`config.mk`:
```
export PLATFORM = sky130hd
export DESIGN_NAME = bounded_deque_with_remove_core
export DESIGN_NICKNAME = d
export VERILOG_FILES = /design/src/design/bdq_pkg.sv /design/src/design/bdq_store.sv /design/src/design/bounded_deque_with_remove_core.sv
export VERILOG_INCLUDE_DIRS = /design/src /design/src/design
export SDC_FILE = /design/constraint.sdc
export NUM_CORES = 1
export LEC_CHECK = 0
export BUFFER_PORTS_ARGS = -buffer_cell sky130_fd_sc_hd__clkbuf_2
export CAP_MARGIN = 20
export CORE_UTILIZATION = 65
export DETAILED_ROUTE_END_ITERATION = 10
export GPL_TIMING_DRIVEN = 0
export MAX_ROUTING_LAYER = met4
export PLACE_DENSITY_LB_ADDON = 0.08
export SYNTH_ARGS = -nofsm -noshare
export SYNTH_HDL_FRONTEND = slang
export SYNTH_SLANG_ARGS = --single-unit
export TNS_END_PERCENT = 10
```
`constraint.sdc`:
```
create_clock -name clk -period 10.93 [get_ports clk]
set_clock_uncertainty 0.2 [all_clocks]
set_input_delay 3.279 -clock clk [delete_from_list [all_inputs] [get_ports clk]]
set_output_delay 3.279 -clock clk [all_outputs]
set_load 0.05 [all_outputs]
```
`src/design/bounded_deque_with_remove_core_macros.svh`:
```
// ----------------------------------------------------------------------------
// Assertion macros for the bounded deque core
// Clocked implication checks with a disable-on-reset guard.
// ----------------------------------------------------------------------------
`ifndef BOUNDED_DEQUE_WITH_REMOVE_CORE_MACROS_SVH
`define BOUNDED_DEQUE_WITH_REMOVE_CORE_MACROS_SVH

// Same-cycle implication: when a holds, c holds on the same edge.
`define BDQ_ASSERT_NOW(label, clk, rst, a, c, msg) \
  label: assert property (@(posedge clk) disable iff (rst) (a) |-> (c)) \
    else $error(msg);

// Next-cycle implication: when a holds, c holds on the following edge.
`define BDQ_ASSERT_NEXT(label, clk, rst, a, c, msg) \
  label: assert property (@(posedge clk) disable iff (rst) (a) |=> (c)) \
    else $error(msg);

`endif

```
`src/design/bdq_pkg.sv`:
```
// ----------------------------------------------------------------------------
// bdq_pkg
// Command and status codes and fixed field widths of the deque core.
// ----------------------------------------------------------------------------
package bdq_pkg;

  localparam int CMD_W      = 3;
  localparam int VALUE_W    = 32;
  localparam int STATUS_W   = 2;
  localparam int COUNT_W    = 5;
  localparam int OUT_DATA_W = 8;

  localparam logic [CMD_W-1:0] CMD_PUSH_FRONT = 3'd0;
  localparam logic [CMD_W-1:0] CMD_PUSH_BACK  = 3'd1;
  localparam logic [CMD_W-1:0] CMD_POP_FRONT  = 3'd2;
  localparam logic [CMD_W-1:0] CMD_POP_BACK   = 3'd3;
  localparam logic [CMD_W-1:0] CMD_REMOVE     = 3'd4;

  localparam logic [STATUS_W-1:0] ST_OK        = 2'd0;
  localparam logic [STATUS_W-1:0] ST_EMPTY     = 2'd1;
  localparam logic [STATUS_W-1:0] ST_NOT_FOUND = 2'd2;
  localparam logic [STATUS_W-1:0] ST_FULL      = 2'd3;

  typedef logic [VALUE_W-1:0] value_t;

endpackage

```
`src/design/bdq_store.sv`:
```
// ----------------------------------------------------------------------------
// bdq_store
// Entry memory: one write port, one read port with registered read data.
// ----------------------------------------------------------------------------
module bdq_store
  import bdq_pkg::*;
#(
  parameter int DEPTH  = 16,
  parameter int ADDR_W = 4
) (
  input  logic              clk,
  input  logic              we,
  input  logic [ADDR_W-1:0] waddr,
  input  value_t            wdata,
  input  logic              re,
  input  logic [ADDR_W-1:0] raddr,
  output value_t            rdata
);

  value_t mem [DEPTH];

  always_ff @(posedge clk) begin
    if (we) begin
      mem[waddr] <= wdata;
    end
    if (re) begin
      rdata <= mem[raddr];
    end
  end

endmodule

```
`src/design/bounded_deque_with_remove_core.sv`:
```
// ----------------------------------------------------------------------------
// bounded_deque_with_remove_core
// Bounded double-ended queue of 32-bit values with remove by value.
// ----------------------------------------------------------------------------
// Usage:
//   Request beats arrive on the s_ group: s_tuser carries the command (push
//   front, push back, pop front, pop back, remove value) and s_tdata the
//   value. Every request yields exactly one result beat on the m_ group:
//   m_tuser carries the status and m_tdata the entry count afterwards.
//   Pushes, pops and unknown commands finish in the accept cycle; the result
//   is registered and shows in the cycle after. Remove walks the circular
//   entry memory through its single read port: front entry, back entry,
//   then inner entries one per cycle, then moves each later entry forward
//   one place to close the gap. s_tready is high only while the sequencer
//   is idle and the result register is empty or being drained, so one
//   request is in flight. A stalled receiver holds the result in its
//   register and holds off new requests. Reset empties the deque; the entry
//   memory is not cleared, as only live entries are ever compared or moved.
// ----------------------------------------------------------------------------
`include "bounded_deque_with_remove_core_macros.svh"

module bounded_deque_with_remove_core
  import bdq_pkg::*;
#(
  parameter int CAPACITY = 16
) (
  input  logic                  clk,
  input  logic                  rst,
  // request channel
  input  logic                  s_tvalid,
  output logic                  s_tready,
  input  logic [VALUE_W-1:0]    s_tdata,   // [31:0] item_value
  input  logic [CMD_W-1:0]      s_tuser,   // [2:0] cmd
  // result channel
  output logic                  m_tvalid,
  input  logic                  m_tready,
  output logic [OUT_DATA_W-1:0] m_tdata,   // [4:0] entry_count, [7:5] zero
  output logic [STATUS_W-1:0]   m_tuser    // [1:0] status
);

  localparam int IDX_W = (CAPACITY > 1) ? $clog2(CAPACITY) : 1;
  localparam int CNT_W = $clog2(CAPACITY + 1);
  localparam int SUM_W = IDX_W + 2;
  localparam logic [IDX_W-1:0] LAST_SLOT = IDX_W'(CAPACITY - 1);
  localparam logic [CNT_W-1:0] FULL_CNT  = CNT_W'(CAPACITY);

  // sequencer states
  localparam logic [2:0] S_IDLE      = 3'd0;
  localparam logic [2:0] S_CMP_FRONT = 3'd1;
  localparam logic [2:0] S_CMP_BACK  = 3'd2;
  localparam logic [2:0] S_SCAN      = 3'd3;
  localparam logic [2:0] S_SHIFT     = 3'd4;

  function automatic logic [IDX_W-1:0] slot_inc(input logic [IDX_W-1:0] s);
    slot_inc = (s == LAST_SLOT) ? '0 : s + 1'b1;
  endfunction

  function automatic logic [IDX_W-1:0] slot_wrap(input logic [SUM_W-1:0] s);
    logic [SUM_W-1:0] t;
    t = (s >= SUM_W'(CAPACITY)) ? s - SUM_W'(CAPACITY) : s;
    slot_wrap = t[IDX_W-1:0];
  endfunction

  logic [2:0]          state, state_next;
  logic [IDX_W-1:0]    front, front_next;
  logic [CNT_W-1:0]    count, count_next;
  logic [IDX_W-1:0]    slot, slot_next;     // slot of the scan position
  logic [CNT_W-1:0]    pos, pos_next;       // scan position from the front
  value_t              value, value_next;   // value being searched
  logic                out_valid, out_valid_next;
  logic [STATUS_W-1:0] out_status, out_status_next;
  logic [COUNT_W-1:0]  out_count, out_count_next;

  logic                finish;
  logic [STATUS_W-1:0] fin_status;
  logic [CNT_W+COUNT_W-1:0] count_ext;

  logic [IDX_W-1:0] front_dec, front_inc, back_slot, tail_slot, slot_inc1, slot_inc2;
  logic             more_inner;
  logic             s_accept;

  // check terms
  logic             busy;
  logic             scan_active;
  logic             scan_in_range;

  // memory port
  logic             mem_we, mem_re;
  logic [IDX_W-1:0] mem_waddr, mem_raddr;
  value_t           mem_wdata, mem_rdata;

  bdq_store #(
    .DEPTH  (CAPACITY),
    .ADDR_W (IDX_W)
  ) u_store (
    .clk   (clk),
    .we    (mem_we),
    .waddr (mem_waddr),
    .wdata (mem_wdata),
    .re    (mem_re),
    .raddr (mem_raddr),
    .rdata (mem_rdata)
  );

  assign s_tready = (state == S_IDLE) && (!out_valid || m_tready);
  assign s_accept = s_tvalid && s_tready;
  assign m_tvalid = out_valid;
  assign m_tuser  = out_status;
  assign m_tdata  = {{(OUT_DATA_W - COUNT_W){1'b0}}, out_count};

  // slot arithmetic: front - 1, front + 1, back and tail slots, scan steps
  assign front_dec = (front == '0) ? LAST_SLOT : front - 1'b1;
  assign front_inc = slot_inc(front);
  assign back_slot = slot_wrap(SUM_W'(front) + SUM_W'(count) - SUM_W'(1));
  assign tail_slot = slot_wrap(SUM_W'(front) + SUM_W'(count));
  assign slot_inc1 = slot_inc(slot);
  assign slot_inc2 = slot_inc(slot_inc1);
  // another inner entry follows the current position (pos + 2 < count)
  assign more_inner = ((CNT_W + 1)'(pos) + (CNT_W + 1)'(2)) < (CNT_W + 1)'(count);

  always_comb begin
    state_next      = state;
    front_next      = front;
    count_next      = count;
    slot_next       = slot;
    pos_next        = pos;
    value_next      = value;
    out_valid_next  = out_valid;
    out_status_next = out_status;
    out_count_next  = out_count;
    finish          = 1'b0;
    fin_status      = ST_OK;
    mem_we          = 1'b0;
    mem_waddr       = slot;
    mem_wdata       = mem_rdata;
    mem_re          = 1'b0;
    mem_raddr       = slot;

    // drop the result once the receiver takes it
    if (out_valid && m_tready) begin
      out_valid_next = 1'b0;
    end

    case (state)
      S_IDLE: begin
        if (s_accept) begin
          value_next = s_tdata;
          case (s_tuser)
            CMD_PUSH_FRONT: begin
              finish = 1'b1;
              if (count == FULL_CNT) begin
                fin_status = ST_FULL;
              end else begin
                mem_we     = 1'b1;
                mem_waddr  = front_dec;
                mem_wdata  = s_tdata;
                front_next = front_dec;
                count_next = count + 1'b1;
              end
            end
            CMD_PUSH_BACK: begin
              finish = 1'b1;
              if (count == FULL_CNT) begin
                fin_status = ST_FULL;
              end else begin
                mem_we     = 1'b1;
                mem_waddr  = tail_slot;
                mem_wdata  = s_tdata;
                count_next = count + 1'b1;
              end
            end
            CMD_POP_FRONT: begin
              finish = 1'b1;
              if (count == '0) begin
                fin_status = ST_EMPTY;
              end else begin
                front_next = front_inc;
                count_next = count - 1'b1;
              end
            end
            CMD_POP_BACK: begin
              finish = 1'b1;
              if (count == '0) begin
                fin_status = ST_EMPTY;
              end else begin
                count_next = count - 1'b1;
              end
            end
            CMD_REMOVE: begin
              if (count == '0) begin
                finish     = 1'b1;
                fin_status = ST_NOT_FOUND;
              end else begin
                mem_re     = 1'b1;
                mem_raddr  = front;
                state_next = S_CMP_FRONT;
              end
            end
            default: begin
              finish = 1'b1;
            end
          endcase
        end
      end

      S_CMP_FRONT: begin
        if (mem_rdata == value) begin
          front_next = front_inc;
          count_next = count - 1'b1;
          finish     = 1'b1;
          state_next = S_IDLE;
        end else begin
          mem_re     = 1'b1;
          mem_raddr  = back_slot;
          state_next = S_CMP_BACK;
        end
      end

      S_CMP_BACK: begin
        if (mem_rdata == value) begin
          count_next = count - 1'b1;
          finish     = 1'b1;
          state_next = S_IDLE;
        end else if ((CNT_W + 1)'(count) < (CNT_W + 1)'(3)) begin
          // no inner entries to search
          finish     = 1'b1;
          fin_status = ST_NOT_FOUND;
          state_next = S_IDLE;
        end else begin
          mem_re     = 1'b1;
          mem_raddr  = front_inc;
          slot_next  = front_inc;
          pos_next   = CNT_W'(1);
          state_next = S_SCAN;
        end
      end

      S_SCAN: begin
        if (mem_rdata == value) begin
          // fetch the next entry to move it into the freed slot
          mem_re     = 1'b1;
          mem_raddr  = slot_inc1;
          state_next = S_SHIFT;
        end else if (more_inner) begin
          mem_re     = 1'b1;
          mem_raddr  = slot_inc1;
          slot_next  = slot_inc1;
          pos_next   = pos + 1'b1;
        end else begin
          finish     = 1'b1;
          fin_status = ST_NOT_FOUND;
          state_next = S_IDLE;
        end
      end

      S_SHIFT: begin
        // move entry pos + 1 down to pos, prefetch pos + 2
        mem_we    = 1'b1;
        mem_waddr = slot;
        mem_wdata = mem_rdata;
        mem_re    = 1'b1;
        mem_raddr = slot_inc2;
        slot_next = slot_inc1;
        pos_next  = pos + 1'b1;
        if (!more_inner) begin
          count_next = count - 1'b1;
          finish     = 1'b1;
          state_next = S_IDLE;
        end
      end

      default: begin
        state_next = S_IDLE;
      end
    endcase

    count_ext = {{COUNT_W{1'b0}}, count_next};
    if (finish) begin
      out_valid_next  = 1'b1;
      out_status_next = fin_status;
      out_count_next  = count_ext[COUNT_W-1:0];
    end
  end

  always_ff @(posedge clk) begin
    if (rst) begin
      state     <= S_IDLE;
      front     <= '0;
      count     <= '0;
      out_valid <= 1'b0;
    end else begin
      state     <= state_next;
      front     <= front_next;
      count     <= count_next;
      out_valid <= out_valid_next;
    end
    slot       <= slot_next;
    pos        <= pos_next;
    value      <= value_next;
    out_status <= out_status_next;
    out_count  <= out_count_next;
  end

  // --------------------------------------------------------------------------
  // Checks
  // --------------------------------------------------------------------------
  assign busy          = m_tvalid || (state != S_IDLE);
  assign scan_active   = (state == S_SCAN) || (state == S_SHIFT);
  assign scan_in_range = ((CNT_W + 1)'(pos) + (CNT_W + 1)'(1)) < (CNT_W + 1)'(count);

  `BDQ_ASSERT_NOW(a_count_bound, clk, rst, 1'b1, count <= FULL_CNT, "count above capacity")
  `BDQ_ASSERT_NOW(a_front_bound, clk, rst, 1'b1, front <= LAST_SLOT, "front slot out of range")
  `BDQ_ASSERT_NEXT(a_accept_busy, clk, rst, s_accept, busy, "request lost")
  `BDQ_ASSERT_NOW(a_scan_range, clk, rst, scan_active, scan_in_range, "scan past back entry")

endmodule

```
# Yosys cells after proc, flatten, opt, wreduce, memory -nomap -nowiden
# Memories as Yosys holds them, arrays and structs flattened. A register that Yosys moved wholly into a read port is not among the register bits.
# Index checks and enable logic that the tools add are counted.
[classes] magnitude_cmp=4 n_mux=89 addsub=12 reduce_logical=20 eq_ne=24
[ops] operator="$mux W32" n=4
[ops] operator="$mux W4" n=23
[ops] operator="$mux W5" n=9
[ops] operator="$eq A32 B32 Y1" n=1
[ops] operator="$pmux W5 S3" n=2
[ops] operator="$mux W1" n=24
[ops] operator="$pmux W4 S2" n=3
[ops] operator="$mux W2" n=10
[ops] operator="$pmux W4 S5" n=1
[ops] operator="$mux W3" n=5
[ops] operator="$pmux W3 S5" n=1
[ops] operator="$ne A2 B2 Y1 const B" n=7
[ops] operator="$add A4 B1 Y4 const B" n=3
[ops] operator="$eq A3 B2 Y1 const B" n=4
[ops] operator="$eq A4 B4 Y1 const B" n=3
[ops] operator="$ge A6 B5 Y1 const B" n=2
[ops] operator="$pmux W2 S3" n=2
[ops] operator="$pmux W4 S3" n=1
[ops] operator="$sub A4 B1 Y4 const B" n=3
[ops] operator="$add A5 B1 Y5 const B" n=2
[ops] operator="$pmux W1 S5" n=2
[ops] operator="$pmux W5 S2" n=1
[ops] operator="$add A4 B5 Y6" n=1
[ops] operator="$add A5 B2 Y6 const B" n=1
[ops] operator="24 further kinds" n=34
[totals] ramBits=512 regBits=61 output_inout_bits=12 mem_count=1 inputBits=39
[memory_table] memory="u_store.mem" depth=16 word_bits=32 rd=1 rd_clocked_by_memory_dff=1 write_ports=1 line="bdq_store.sv:20" rtl="value_t mem [DEPTH];"

# Logic depth before layout (Yosys ltp)
[logic_depth] ltp_word=8 mapped_depth=15 ltp_nobuf=13

# Hierarchy
# Synthesis repeated with hierarchy kept, for this count alone.
[unflattened] cells_unflattened=1303 area_unflattened_um2=24636.1
[by_module_without_submodules] module="bdq_store" cells_each=838 n_inst=1 area_each_um2=20155.6 seq_area_each_um2=16335.7
[by_module_without_submodules] module="bounded_deque_with_remove_core" cells_each=465 n_inst=1 area_each_um2=4480.5 seq_area_each_um2=1701.6

# Worst setup path after synthesis
# OpenSTA, ideal clock, no wires.
[synth_timing] path_type="input -> output" startpoint="in m_tready" endpoint="out s_tready" slack_ns=3.567 required_ns=7.451 t_arrival_ns=3.884 cell_stages=2 cell_sequence="nand2b_1 > and2_1"
[synth_between] elab_chain_cells=2
[synth_rtl] element="start, declared" line="bounded_deque_with_remove_core.sv:36" rtl="input logic m_tready,"
[synth_rtl] element="$logic_or A1 B1 Y1" line="bounded_deque_with_remove_core.sv:105" rtl="assign s_tready = (state == S_IDLE) && (!out_valid || m_tready);"
[synth_rtl] element="$logic_and A1 B1 Y1" line="bounded_deque_with_remove_core.sv:105"
[synth_rtl] element="end, declared" line="bounded_deque_with_remove_core.sv:31" rtl="output logic s_tready,"
# Every way passes these cells.

# Final worst setup path
# Ends and elaborated chain as after synthesis.

==> metrics.yaml <==
status:
  outcome: "completed"
finish:
  final_common_cell: "edfxtp_1"
  final_cell_mix: "edfxtp_1 (592), mux4_2 (128), nand2_1 (78)"
  finalCoreUtilization_pct: 74.3
  drive_above_1_share_pct: 24.1
  syn_to_final_growth_pct: 12.7
  nNetsFinal: 1515
  design_area_um2: 27900
  n_antenna_cell: 0
sta:
  layout_worst_path_cycle_share_pct: 68.1
  fmax_mhz: 134
  rsz0062_at_grt: "false"
  fin_setup_tns_ps: 0
  maxSlewViolCount: 0
  relSlewSlack_pct: 37.7
  setup_viol: 0
  period_minus_slack_ps: 7440
  hold_viol: 0
  worst_pin_slew_ps: 935
pwr:
  internal-power_uw: 3660
  p_comb_share_pct: 4.9
  net-switching-power_uw: 991
  seqPwrFrac_pct: 55.4
  switching_share_pct: 21.3
  leakage_uw: 0.00908
  clkPwrFrac_pct: 39.7
  ir_worst_vdd_v: 0.000162
  power_density_nw_per_um2: 167
floorplan:
  die_area_um2: 38900
  ios: 51
  core_region_area_um2: 37600
  die_x_um: 197
  fp.dieH_um: 197
  start_util_pct: 65.9
  rows: 71
hold_path:
  hold_depth: 2
  hold_class: "register to register"
  holdPathEnd: "m_tvalid"
  hp-start: "m_tvalid"
logic_synthesis:
  avgSynthCellArea_um2: 18.7
  synth.distinct_cells: 69
  ys.warnings.count: 0
  synth_seq_cells: 605
  synth_compound_area_share_pct: 5.63
  synthCells: 1328
  synth_xor_area_share_pct: 1.82
  seq_area_frac_synth_pct: 72.8
  yosys.area_share.adder_pct: 1.03
  synth_top_family_by_area: "multiplexers"
  synth_ff_type: "edfxtp_1"
  synth_edf_count: 592
  yosys.area_share.simple_pct: 3.71
  synthMuxAreaShare_pct: 13.3
  synthArstFlopShare_pct: 0
  synthesis.area_um2: 24800
place:
  portBuffers: 45
  place_area_um2: 26200
  dpl.hpwl_mm: 39.2
  place.gp.congestion: 0.901
setup_path:
  reg2regPathDepth: 12
  crit_required_ps: 7450
  start_kind: "primary input"
  end_kind: "output port"
  r2r_start: "u_store.rdata[9]"
  crit_path_max_fanout: 3
  path_cells: "clkbuf_2, nand2b_1, and2_1, clkbuf_2"
  crit_top_cell: "clkbuf_2"
  critPathSlowestCell: "clkbuf_2"
  crit_path_max_incr_delay_ps: 280
  critPathKind: "primary input to output port"
  r2r_end: "u_store.rdata[7]"
  ff2ff_setup_slack_ps: 5520
  arrival_ps: 3970
route:
  num_vias: 13793
  drtPass1Iterations: 5
  postRouteAntennaNets: 0
  drcViolationCount: 0
  wl_mm: 62.2
  avgRoutedWirePerCell_um: 31.0
  via_per_inst: 6.87
  drt_iter0_drc: 1606
clocking:
  clk_latency_ps: 620
  cts_buffers: 56
  cts_resized: 0
  cts_setup_buffers: 0
  htreeDepth: 2
  cts_tree: "done"
  cts_hold_buf: 0
  root_buffer: "clkbuf_16"
  clk_pin_slew_ps: 60
  cts_sinks: 605
  clockBufferDepth: 3
global_route:
  grt_max_degree: 23
  grt_pass1_wl_mm: 90.4
  grt_antenna_before_repair: 0
  grt_usage_pct: 34.1
  first_global_vias: 13639
  overflow: 0
flow_run:
  maxCapViolCount: 0
==> synthesized netlist by cell type, types with 4 or more instances <==
master	instances	area, um^2
mux2i_1	4	40.0
buf_4	10	75.1
mux2_2	33	372
inv_1	20	75.1
nor4_1	11	68.8
a21oi_1	25	125
clkbuf_1	33	124
mux4_2	128	2880
dfxtp_1	13	260
xor2_1	37	324
buf_2	21	105
a31oi_1	6	37.5
nand3_1	8	40.0
nand2b_1	6	37.5
nor3_1	9	45.0
ha_1	18	225
xnor2_1	12	105
a22oi_1	71	533
a21o_1	8	60.1
o21ai_0	37	185
a211oi_1	8	60.1
edfxtp_1	592	17800
nor2_1	57	214
nor2b_1	9	56.3
nand2_1	78	293
==> layout make-up <==
class | instances | area, um^2
plain buffers | 68 | 342
clock buffers | 69 | 1470
clock inverters | 28 | 218
fillers | 2173 | 9670
inverters | 20 | 75.1
multi-input cells | 637 | 6460
flip-flops and latches | 605 | 18000
well taps | 511 | 639
repair buffers | 69 | 673
==> stage by stage <==
stage | total power (uW) | hold slack (ps) | setup WS, ps | cells
floorplan | 2760 | 366 | 3570 | 1330
global placement | 2840 | 401 | 360 | 1886
detailed placement | 2850 | 413 | 3470 | 1910
CTS | 4660 | 421 | 3470 | 2007
global route | 4760 | 472 | 3430 | 2007
finish | 4650 | 409 | 3490 | 2007
==> critical path, delay by kind of cell <==
kind,cells,cell delay (ps)
buffers and inverters,2,350
AND/OR/NAND/NOR,2,330
==> power groups by stage <==
stage / combinational, uW / clock (uW) / sequential, uW
after floorplan: 131 / 0 / 2630
after global placement: 212 / 0 / 2620
after detailed placement: 223 / 0 / 2620
after CTS: 225 / 1860 / 2570
after global routing: 240 / 1940 / 2570
final: 228 / 1850 / 2570
==> state kept, by name, indices dropped and copies added (netlist names) <==
name / flops
m_tuser: 2
u_store.mem: 512
count: 5
value: 32
out_count: 5
pos: 5
u_store.rdata: 32
slot: 4
state: 3
front: 4
m_tvalid: 1
==> logic make-up after synthesis <==
group	after synthesis
fa+ha+maj	20
compound gates	201
xor+xnor	50
other cells	1
buf+inv	88
mux	165
simple gates	198
flops	605
==> worst max path at each step <==
stage | to | slack, ps | from | cells after the start
finish | s_tready | 3490 | m_tready | 4
global route | s_tready | 3430 | m_tready | 4
CTS | s_tready | 3470 | m_tready | 4
detailed placement | s_tready | 3470 | m_tready | 4
global placement | u_store.rdata[14] | 360 | u_store.rdata[8] | 5
floorplan | s_tready | 3570 | m_tready | 2
==> per-layer routing <==
| metal | up-vias | track usage (%) | wire [um] |
|---|---|---|---|
| li1 | 5687 | - | - |
| met1 | 7116 | 47.3 | 24400 |
| met2 | 844 | 51.9 | 29700 |
| met3 | 146 | 6.13 | 6110 |
| met4 | 0 | 11.8 | 2070 |
| met5 | - | - | 0 |
Note: power is estimated with default switching activity, not from simulation.
